### config.mk
export PLATFORM = sky130hd
export DESIGN_NAME = sohp_sqrt_cell
export DESIGN_NICKNAME = d
export VERILOG_FILES = /design/src/hw/rtl/sohp_pkg.sv /design/src/hw/rtl/sohp_sqrt_cell.sv
export SDC_FILE = /design/constraint.sdc
export NUM_CORES = 1
export LEC_CHECK = 0
export BUFFER_PORTS_ARGS = -buffer_cell sky130_fd_sc_hd__buf_4
export CAP_MARGIN = 20
export CORE_ASPECT_RATIO = 0.9
export CORE_MARGIN = 2
export CORE_UTILIZATION = 30
export CTS_CLUSTER_DIAMETER = 120
export DETAILED_ROUTE_END_ITERATION = 12
export RECOVER_POWER = 50
export SLEW_MARGIN = 30
export SYNTH_ARGS = -nofsm -noshare
export SYNTH_HDL_FRONTEND = slang
export SYNTH_SLANG_ARGS = --single-unit
### constraint.sdc
create_clock -name clk -period 4.3 [get_ports clk]
set_input_delay 0.215 -clock clk [delete_from_list [all_inputs] [get_ports clk]]
set_output_delay 0.215 -clock clk [all_outputs]
set_load 0.02 [all_outputs]
### src/hw/rtl/sohp_pkg.sv
package sohp_pkg;

	localparam int CoordBits = 32;
	localparam int DiffBits  = CoordBits + 1;

	typedef struct packed {
		logic signed [CoordBits-1:0] a_x;
		logic signed [CoordBits-1:0] a_y;
		logic signed [CoordBits-1:0] a_z;
		logic [CoordBits-2:0]        a_radius;
		logic signed [CoordBits-1:0] b_x;
		logic signed [CoordBits-1:0] b_y;
		logic signed [CoordBits-1:0] b_z;
		logic [CoordBits-2:0]        b_radius;
	} pair_t;

	typedef struct packed {
		logic                        hit;
		logic signed [CoordBits-1:0] push_x;
		logic signed [CoordBits-1:0] push_z;
	} resp_t;

	// carried alongside the square-root cells
	typedef struct packed {
		logic                hit;
		logic                sx;
		logic                sz;
		logic [DiffBits-1:0] mx;
		logic [DiffBits-1:0] mz;
	} sq_side_t;

	// carried alongside the divider cells
	typedef struct packed {
		logic                 hit;
		logic                 zero;
		logic                 sx;
		logic                 sz;
		logic [CoordBits-1:0] dv;
	} dv_side_t;

endpackage

### src/hw/rtl/sohp_sqrt_cell.sv
module sohp_sqrt_cell
	import sohp_pkg::*;
#(
	parameter int SW  = 68,
	parameter int RW  = 34,
	parameter int BIT = 0
) (
	input  logic          clk,
	input  logic          en,
	input  logic [SW-1:0] rem_in,
	input  logic [RW-1:0] root_in,
	output logic [SW-1:0] rem_out,
	output logic [RW-1:0] root_out
);

	logic [SW-1:0] trial;
	logic          take;

	assign trial = (SW'(root_in) << (BIT + 1)) + (SW'(1) << (2 * BIT));
	assign take  = rem_in >= trial;

	always_ff @(posedge clk) begin
		if (en) begin
			rem_out  <= take ? rem_in - trial : rem_in;
			root_out <= take ? (root_in | (RW'(1) << BIT)) : root_in;
		end
	end

endmodule

==> results.json <==
{
  "critical_path_arrival_ps": 3680,
  "drive_gt1_share_pct": 20.77,
  "min_period_ps": 3569,
  "grt_overflow_total": 0,
  "setup_viol_count_final": 0,
  "cp_max_fo": 12,
  "routabilityCongestion": 0.8537,
  "switching_share_pct": 31.12,
  "start_util_pct": 30.47,
  "yosys-top-cells-area": "edfxtp_1, ha_1, xor2_1",
  "antenna_found_initial": 0,
  "cts-buffers-inserted": 9,
  "cts.path.max_buffers": 2,
  "top_layer_used": "met4",
  "slew_viol_final": 77,
  "holdPathStages": 1,
  "finalSetupTns_ps": 0,
  "syn_area_um2": 6591,
  "yosysTopAreaCellShare_pct": 46.47,
  "core_area_um2": 21630,
  "ant_nets": 0,
  "synth_most_common_cell": "edfxtp_1",
  "dp_slack_ps": 424.7,
  "hold_viol_final": 0,
  "multi_input_area_um2": 3187,
  "drc": 0,
  "path_class": "in -> reg",
  "synth_edf_count": 102,
  "ios": 206,
  "grt_pass1_wl_um": 30060,
  "ir_worst_vdd_mv": 0.1777,
  "rows": 51,
  "die_height_um": 144.6,
  "n_fill_cell": 2201,
  "post_cts_buffers": 0,
  "synthTopCellsByCount": "edfxtp_1, nand2_1, inv_1",
  "clock.fmax_mhz": 280.2,
  "hp-class": "in -> reg",
  "synthCells": 658,
  "finalCritPeriodShare_pct": 82.99,
  "dr.first_iter.drc_count": 466,
  "vias_per_cell": 4.962,
  "h-tree-depth": 3,
  "grt_usage_pct": 16.83,
  "p_switching_uw": 901.4,
  "syn_nets": 798,
  "status": "finished with violations",
  "yosysTopAreaCell": "edfxtp_1",
  "postCtsHoldBufs": 0,
  "cts_tree": "done",
  "violations": "max-capacitance violations, max-slew violations",
  "ys_types": 59,
  "wl_per_cell_um": 17.03,
  "ys_warn_count": 0,
  "p_clk_share_pct": 29.0,
  "io_buffer_count": 205,
  "cts_sinks": 102,
  "synth-seq-area-share_pct": 46.47,
  "maxCapViolCount": 1,
  "path_clk_slew_ps": 70,
  "synthFlopType": "edfxtp_1",
  "layout.nets": 987,
  "syn_to_final_growth_pct": 27.85,
  "crit_path_end_kind": "flop",
  "grt_pass1_vias": 5443,
  "seqPwrFrac_pct": 43.6,
  "first_pass_iters": 5,
  "num_vias": 5671,
  "worst_pin_slew_ps": 2011,
  "met3_length_um": 1277,
  "internal-power_uw": 1995,
  "p_leak_uw": 0.003299,
  "regArea_um2": 3063,
  "critPathLaunchType": "input port",
  "async_flop_share_pct": 0,
  "slew_headroom_pct": -34.05,
  "p_comb_share_pct": 27.4,
  "dieWidth_um": 160.2,
  "postSynthAreaPerCell_um2": 10.02,
  "p_per_area_nw_per_um2": 343.8,
  "ys_ff_latch": 102,
  "post_cts_resize_count": 0,
  "root_buffer": "clkbuf_16",
  "wl_met1_um": 9519,
  "antenna_cells": 0,
  "dp.final_hpwl_um": 15460,
  "wl_um": 19460,
  "wl_met2_um": 8432,
  "finalWorstSetupSlack_ps": 731.2,
  "dieArea_um2": 23170,
  "cp.required_ps": 4410,
  "grt_start_max_net_pins": 77,
  "rsz0062_at_grt": "no"
}
cells by family after synthesis:
group                      Yosys count  share of synthesized area [%]
AOI/OAI and AO/OA                  165                          15.68
DFF                                102                          46.47
xor gates and xnor gates            65                          8.637
muxes                                2                         0.3417
and+or+nand+nor                    209                          16.59
adders and majority gates           36                          6.948
buffers and inverters               79                          5.334
per-layer routing:
layer | GRT usage [%] | vias to the layer above
met1 | 24.06 | 2662
met4 | 3.936 | 0
met3 | 4.244 | 15
met5 | 0 | -
li1 | - | 2808
met2 | 25.59 | 186
power by group through the flow:
| stage | clock network (uW) | registers [uW] | logic (uW) |
|---|---|---|---|
| final | 840 | 1260 | 795 |
| after global placement | 0 | 1280 | 841 |
| after detailed placement | 0 | 1280 | 840 |
| after floorplan | 0 | 1420 | 325 |
| after global routing | 886 | 1270 | 874 |
| after CTS | 864 | 1260 | 846 |
cells in the final DEF, fill, tap and decap left out, types with 13 or more instances in the layout:
master,n
ha_1,35
clkbuf_1,65
a21oi_1,40
edfxtp_1,102
xnor2_1,29
inv_1,46
nand2_1,74
or3_1,13
clkbuf_4,14
o21ai_0,43
a21o_1,14
buf_4,132
nor4_1,13
nor3_1,19
nor2_1,20
xor2_1,36
registers in the layout (all words and copies together) (netlist names):
name	count
rem_out	68
root_out	34
metrics by stage:
| stage | utilization, % | std cells | hold WS, ps | area, um^2 | total power (uW) |
|---|---|---|---|---|---|
| floorplan | - | 658 | 313.9 | 6591 | 1747 |
| global placement | 38.68 | 1127 | 404.3 | 8367 | 2122 |
| detailed placement | 38.70 | 1127 | 404.5 | 8371 | 2124 |
| CTS | 40.08 | 1143 | 30.46 | 8670 | 2972 |
| global route | 38.96 | 1143 | 57.99 | 8427 | 3035 |
| finish | 38.96 | 1143 | 65.28 | 8427 | 2897 |
cell type report:
| cell class | count | area share, % |
|---|---|---|
| sequential | 102 | 36.35 |
| clock buffer | 10 | 2.717 |
| clock inverter | 6 | 0.8315 |
| timing repair buffer | 211 | 15.92 |
| multi-input combinational | 477 | 37.82 |
| inverter | 46 | 2.049 |
| tap | 291 | 4.321 |
worst max-delay path: stages:
cell and delay (ps):
clkbuf_1 100, inv_1 50, ha_1 440, nand4b_1 260
or3_1 560, nor4b_1 670, nor3_4 180, or4_1 650
or3_1 400, xnor2_1 140
final timing paths:
kind	startpoint	end	slack [ps]
worst max-delay path	root_in[32]	rem_out[53]$_DFFE_PP_	730
worst min-delay path	root_in[9]	root_out[9]$_DFFE_PP_	70
No activity file was read; power rests on OpenSTA's default activity.
