### config.mk
export PLATFORM = sky130hd
export DESIGN_NAME = sohp_div_cell
export DESIGN_NICKNAME = d
export VERILOG_FILES = /design/src/hw/rtl/sohp_pkg.sv /design/src/hw/rtl/sohp_div_cell.sv
export SDC_FILE = /design/constraint.sdc
export NUM_CORES = 1
export LEC_CHECK = 0
export BUFFER_PORTS_ARGS = -buffer_cell sky130_fd_sc_hd__buf_2
export CORE_MARGIN = 5
export CORE_UTILIZATION = 30
export DETAILED_ROUTE_END_ITERATION = 7
export SLEW_MARGIN = 20
export SYNTH_ARGS = -nofsm -noshare
export SYNTH_HDL_FRONTEND = slang
export SYNTH_SLANG_ARGS = --single-unit
### constraint.sdc
create_clock -name clk -period 2.65 [get_ports clk]
set_input_delay 0.1325 -clock clk [delete_from_list [all_inputs] [get_ports clk]]
set_output_delay 0.1325 -clock clk [all_outputs]
set_load 0.01 [all_outputs]
### src/hw/rtl/sohp_pkg.sv
package sohp_pkg;

	localparam int CoordBits = 32;
	localparam int DiffBits  = CoordBits + 1;

	typedef struct packed {
		logic signed [CoordBits-1:0] a_x;
		logic signed [CoordBits-1:0] a_y;
		logic signed [CoordBits-1:0] a_z;
		logic [CoordBits-2:0]        a_radius;
		logic signed [CoordBits-1:0] b_x;
		logic signed [CoordBits-1:0] b_y;
		logic signed [CoordBits-1:0] b_z;
		logic [CoordBits-2:0]        b_radius;
	} pair_t;

	typedef struct packed {
		logic                        hit;
		logic signed [CoordBits-1:0] push_x;
		logic signed [CoordBits-1:0] push_z;
	} resp_t;

	// carried alongside the square-root cells
	typedef struct packed {
		logic                hit;
		logic                sx;
		logic                sz;
		logic [DiffBits-1:0] mx;
		logic [DiffBits-1:0] mz;
	} sq_side_t;

	// carried alongside the divider cells
	typedef struct packed {
		logic                 hit;
		logic                 zero;
		logic                 sx;
		logic                 sz;
		logic [CoordBits-1:0] dv;
	} dv_side_t;

endpackage

### src/hw/rtl/sohp_div_cell.sv
module sohp_div_cell
	import sohp_pkg::*;
#(
	parameter int NW  = 65,
	parameter int QW  = 32,
	parameter int BIT = 0
) (
	input  logic          clk,
	input  logic          en,
	input  logic [QW-1:0] dv,
	input  logic [NW-1:0] rem_in,
	input  logic [QW-1:0] quo_in,
	output logic [NW-1:0] rem_out,
	output logic [QW-1:0] quo_out
);

	logic [NW-1:0] trial;
	logic          take;

	assign trial = NW'(dv) << BIT;
	assign take  = rem_in >= trial;

	always_ff @(posedge clk) begin
		if (en) begin
			rem_out <= take ? rem_in - trial : rem_in;
			quo_out <= take ? (quo_in | (QW'(1) << BIT)) : quo_in;
		end
	end

endmodule

==> impl_metrics.ini <==
[setup_path]
path_depth = 10
crit_chain = buf_6, or4_4, nand4b_4, or4_4, or4_4, a31o_4, o21ai_4, buf_12, nor4_1, xor2_1
crit_path_start_kind = input pin
critPathTopFamily = simple AND/OR/NAND/NOR gates
crit_buf_inv = 2
path_class = in2reg
crit_end = rem_out[56]
crit_start = rem_in[41]
critPathRequiredTime_ns = 2.74
critPathArrivalTime_ns = 2.71
slowest_delay_ns = 0.55
crit_top_cell = or4_4
cp_max_fo = 11
crit_path_top_delay_cell = or4_4
setup.worst_path.end_class = register

[cts]
clock-sinks = 97
clockRootBuffer = clkbuf_16
cts_tree = yes
post_cts_buffers = 0
cts_buffer_depth = 2
htree_levels = 3
numCtsBuffers = 9
path_clk_slew_ns = 0.08

[logic_synthesis]
ys_seq_area_share_pct = 46.09
netlist_area_um2 = 6320
yosys_warnings = 0
syn_nets = 808
ys_ff_latch = 97
async_flop_share_pct = 0
synth_cell_type_count = 55
synth_area_per_cell_um2 = 9.813
synth_flop_cell = edfxtp_1
synth_edf_count = 97
syn-instance-count = 644

[sta]
finalHoldViolCount = 0
slew_headroom_pct = 62.32
finalCritPeriodShare_pct = 98.81
min_period_ns = 2.619
setup_viol = 0
setup_tns_ns = 0
hold_slack_ns = 0.06443
drv_slew = 0
max_freq_ghz = 0.3819
worstMarginPinSlew_ns = 0.5652
rsz0062_at_grt = no

[pwr]
clkPwrFrac_pct = 29.1
internal-power_uw = 3242
p_leak_uw = 0.004327
ir_drop_mv = 0.2531
power.density_nw_per_um2 = 490.2
p_comb_share_pct = 29.6
power_frac_seq_pct = 41.3
switchingPower_uw = 1448
p_sw_share_pct = 30.87

[place]
port_buffers = 227
place_congestion = 0.9159
dpl.hpwl_um = 17790

[routing]
first_pass_iters = 5
wire_per_inst_um = 16.79
drt_first_iter_violations = 446
postRouteAntennaNets = 0
drc = 0
totalWireLength_um = 22180
vias = 6375
vias_per_cell = 4.826

[global_route]
global_route.usage.met2_pct = 29.80
grt_pass1_wl_um = 34310
antenna_found_initial = 0
overflow = 0
grt_max_degree = 98
grt_use_met3_pct = 2.754
grt_busiest_layer = met2
met1_usage_pct = 23.72
grtUsageTotal_pct = 17.98
grt_pass1_vias = 6464

[final_layout]
nets = 1205
multi_input_area_um2 = 3183
ff_latch_area_um2 = 2913
layout-drive-gt1-share_pct = 39.87
antenna_cells = 0
n_fill_cell = 2030
areaGrowthSynthToFinish_pct = 51.38

[hold_path]
hold_path_class = in2reg

[die]
die_h_um = 155.1
core_area_um2 = 20890
rows = 53
die_x_um = 155.1
dieArea_um2 = 24070
start_util_pct = 30.25
ios = 228

[outcome]
outcome = completed

[run]
cap_violations = 0
==> how the worst min path moves through the flow <==
stage | startpoint | to | slack, ns | cells after the start
after detailed placement | quo_in[21] | quo_out[21] | 0.31 | 1
after global routing | rem_in[11] | rem_out[11] | 0.08 | 3
after CTS | rem_in[9] | rem_out[9] | 0.05 | 3
after floorplan | quo_in[10] | quo_out[10] | 0.23 | 0
final | rem_in[9] | rem_out[9] | 0.06 | 3
after global placement | quo_in[26] | quo_out[26] | 0.31 | 1
==> layout make-up <==
| class | count | area share [%] |
|---|---|---|
| timing repair buffer | 412 | 27.86 |
| clock buffer | 9 | 2.354 |
| multi-input combinational | 481 | 33.27 |
| tap | 275 | 3.597 |
| clock inverter | 7 | 0.9024 |
| sequential | 97 | 30.45 |
| inverter | 40 | 1.569 |
==> per-stage QoR <==
stage                     util (%)  worst slack, ns  instances  area, um^2  total power, uW
final                        45.80          0.03140       1321        9567             4690
after global routing         45.80         0.002254       1321        9567             4952
after CTS                    45.65          0.02052       1321        9537             4743
after detailed placement     42.66          -0.3969       1274        8911             3319
after global placement       42.66          -0.5164       1274        8911             3309
after floorplan                  -          -0.1431        644        6362             2588
==> sequential cells by signal (all words and copies together) (netlist names) <==
register,cells
quo_out,32
rem_out,65
==> power by group through the flow <==
stage	Combinational, uW	Clock, uW	Sequential [uW]
floorplan	524	0	2060
global placement	1340	0	1970
detailed placement	1350	0	1970
CTS	1390	1410	1940
global route	1520	1480	1950
finish	1390	1370	1940
==> cell families after synthesis <==
logic type | after synthesis | share of synthesized area (%)
AND/OR/NAND/NOR | 224 | 18.12
AO/OA/AOI/OAI | 164 | 16.77
flip-flops | 97 | 46.09
buffers and inverters | 66 | 4.058
XOR/XNOR | 60 | 8.315
adder cells (fa/ha/maj) | 33 | 6.652
==> synthesized netlist by cell type (3+ instances only) <==
| cell | instances | area, um^2 |
|---|---|---|
| a211oi_1 | 5 | 37.54 |
| a21boi_0 | 3 | 22.52 |
| a21o_1 | 23 | 172.7 |
| a21oi_1 | 62 | 310.3 |
| a31o_2 | 3 | 26.28 |
| a31oi_1 | 5 | 31.28 |
| and2_1 | 3 | 18.77 |
| and3_1 | 8 | 50.05 |
| and4_1 | 4 | 35.03 |
| clkbuf_1 | 23 | 86.33 |
| edfxtp_1 | 97 | 2913 |
| ha_1 | 32 | 400.4 |
| inv_1 | 40 | 150.1 |
| nand2_1 | 44 | 165.2 |
| nand2b_1 | 7 | 43.79 |
| nand3_1 | 21 | 105.1 |
| nand4_1 | 14 | 87.58 |
| nor2_1 | 53 | 198.9 |
| nor2b_1 | 3 | 18.77 |
| nor3_1 | 33 | 165.2 |
| nor4_1 | 8 | 50.05 |
| o2111ai_1 | 3 | 26.28 |
| o211ai_1 | 5 | 37.54 |
| o21a_1 | 3 | 22.52 |
| o21ai_0 | 16 | 80.08 |
| o21ai_1 | 9 | 45.04 |
| o21bai_1 | 7 | 52.55 |
| o311ai_0 | 3 | 26.28 |
| or3_1 | 12 | 75.07 |
| or4_1 | 5 | 37.54 |
| xnor2_1 | 32 | 280.3 |
| xor2_1 | 28 | 245.2 |
==> per-layer routing <==
layer  wire (um)  part of all wire [%]  vias up
li1            -                     -     3181
met1        9917                    45     2967
met2       10400                    47      196
met3        1248                   5.6       31
met4         615                   2.8        0
met5           0                     0        -
==> cell usage in the layout (no fill, tap or decap), types with 9 or more instances in the layout <==
cell and count:
buf_2 225, buf_4 150, edfxtp_1 97, a21oi_1 61, nor2_1 52, nand2_1 43
inv_1 40, nor3_1 32, xnor2_1 32, ha_1 32, dlygate4sd3_1 31, xor2_1 28
a21o_1 23, nand3_1 21, o21ai_0 16, nand4_1 14, or3_1 12, o21ai_1 9
clkbuf_16 9
==> repair_timing <==
action / in CTS / in global routing
hold buffers: 31 / 0
hold endpoints to repair: 31 / 0
setup endpoints to repair: 3 / 23
resized for setup: 1 / 6
Note: power is estimated with default switching activity, not from simulation.
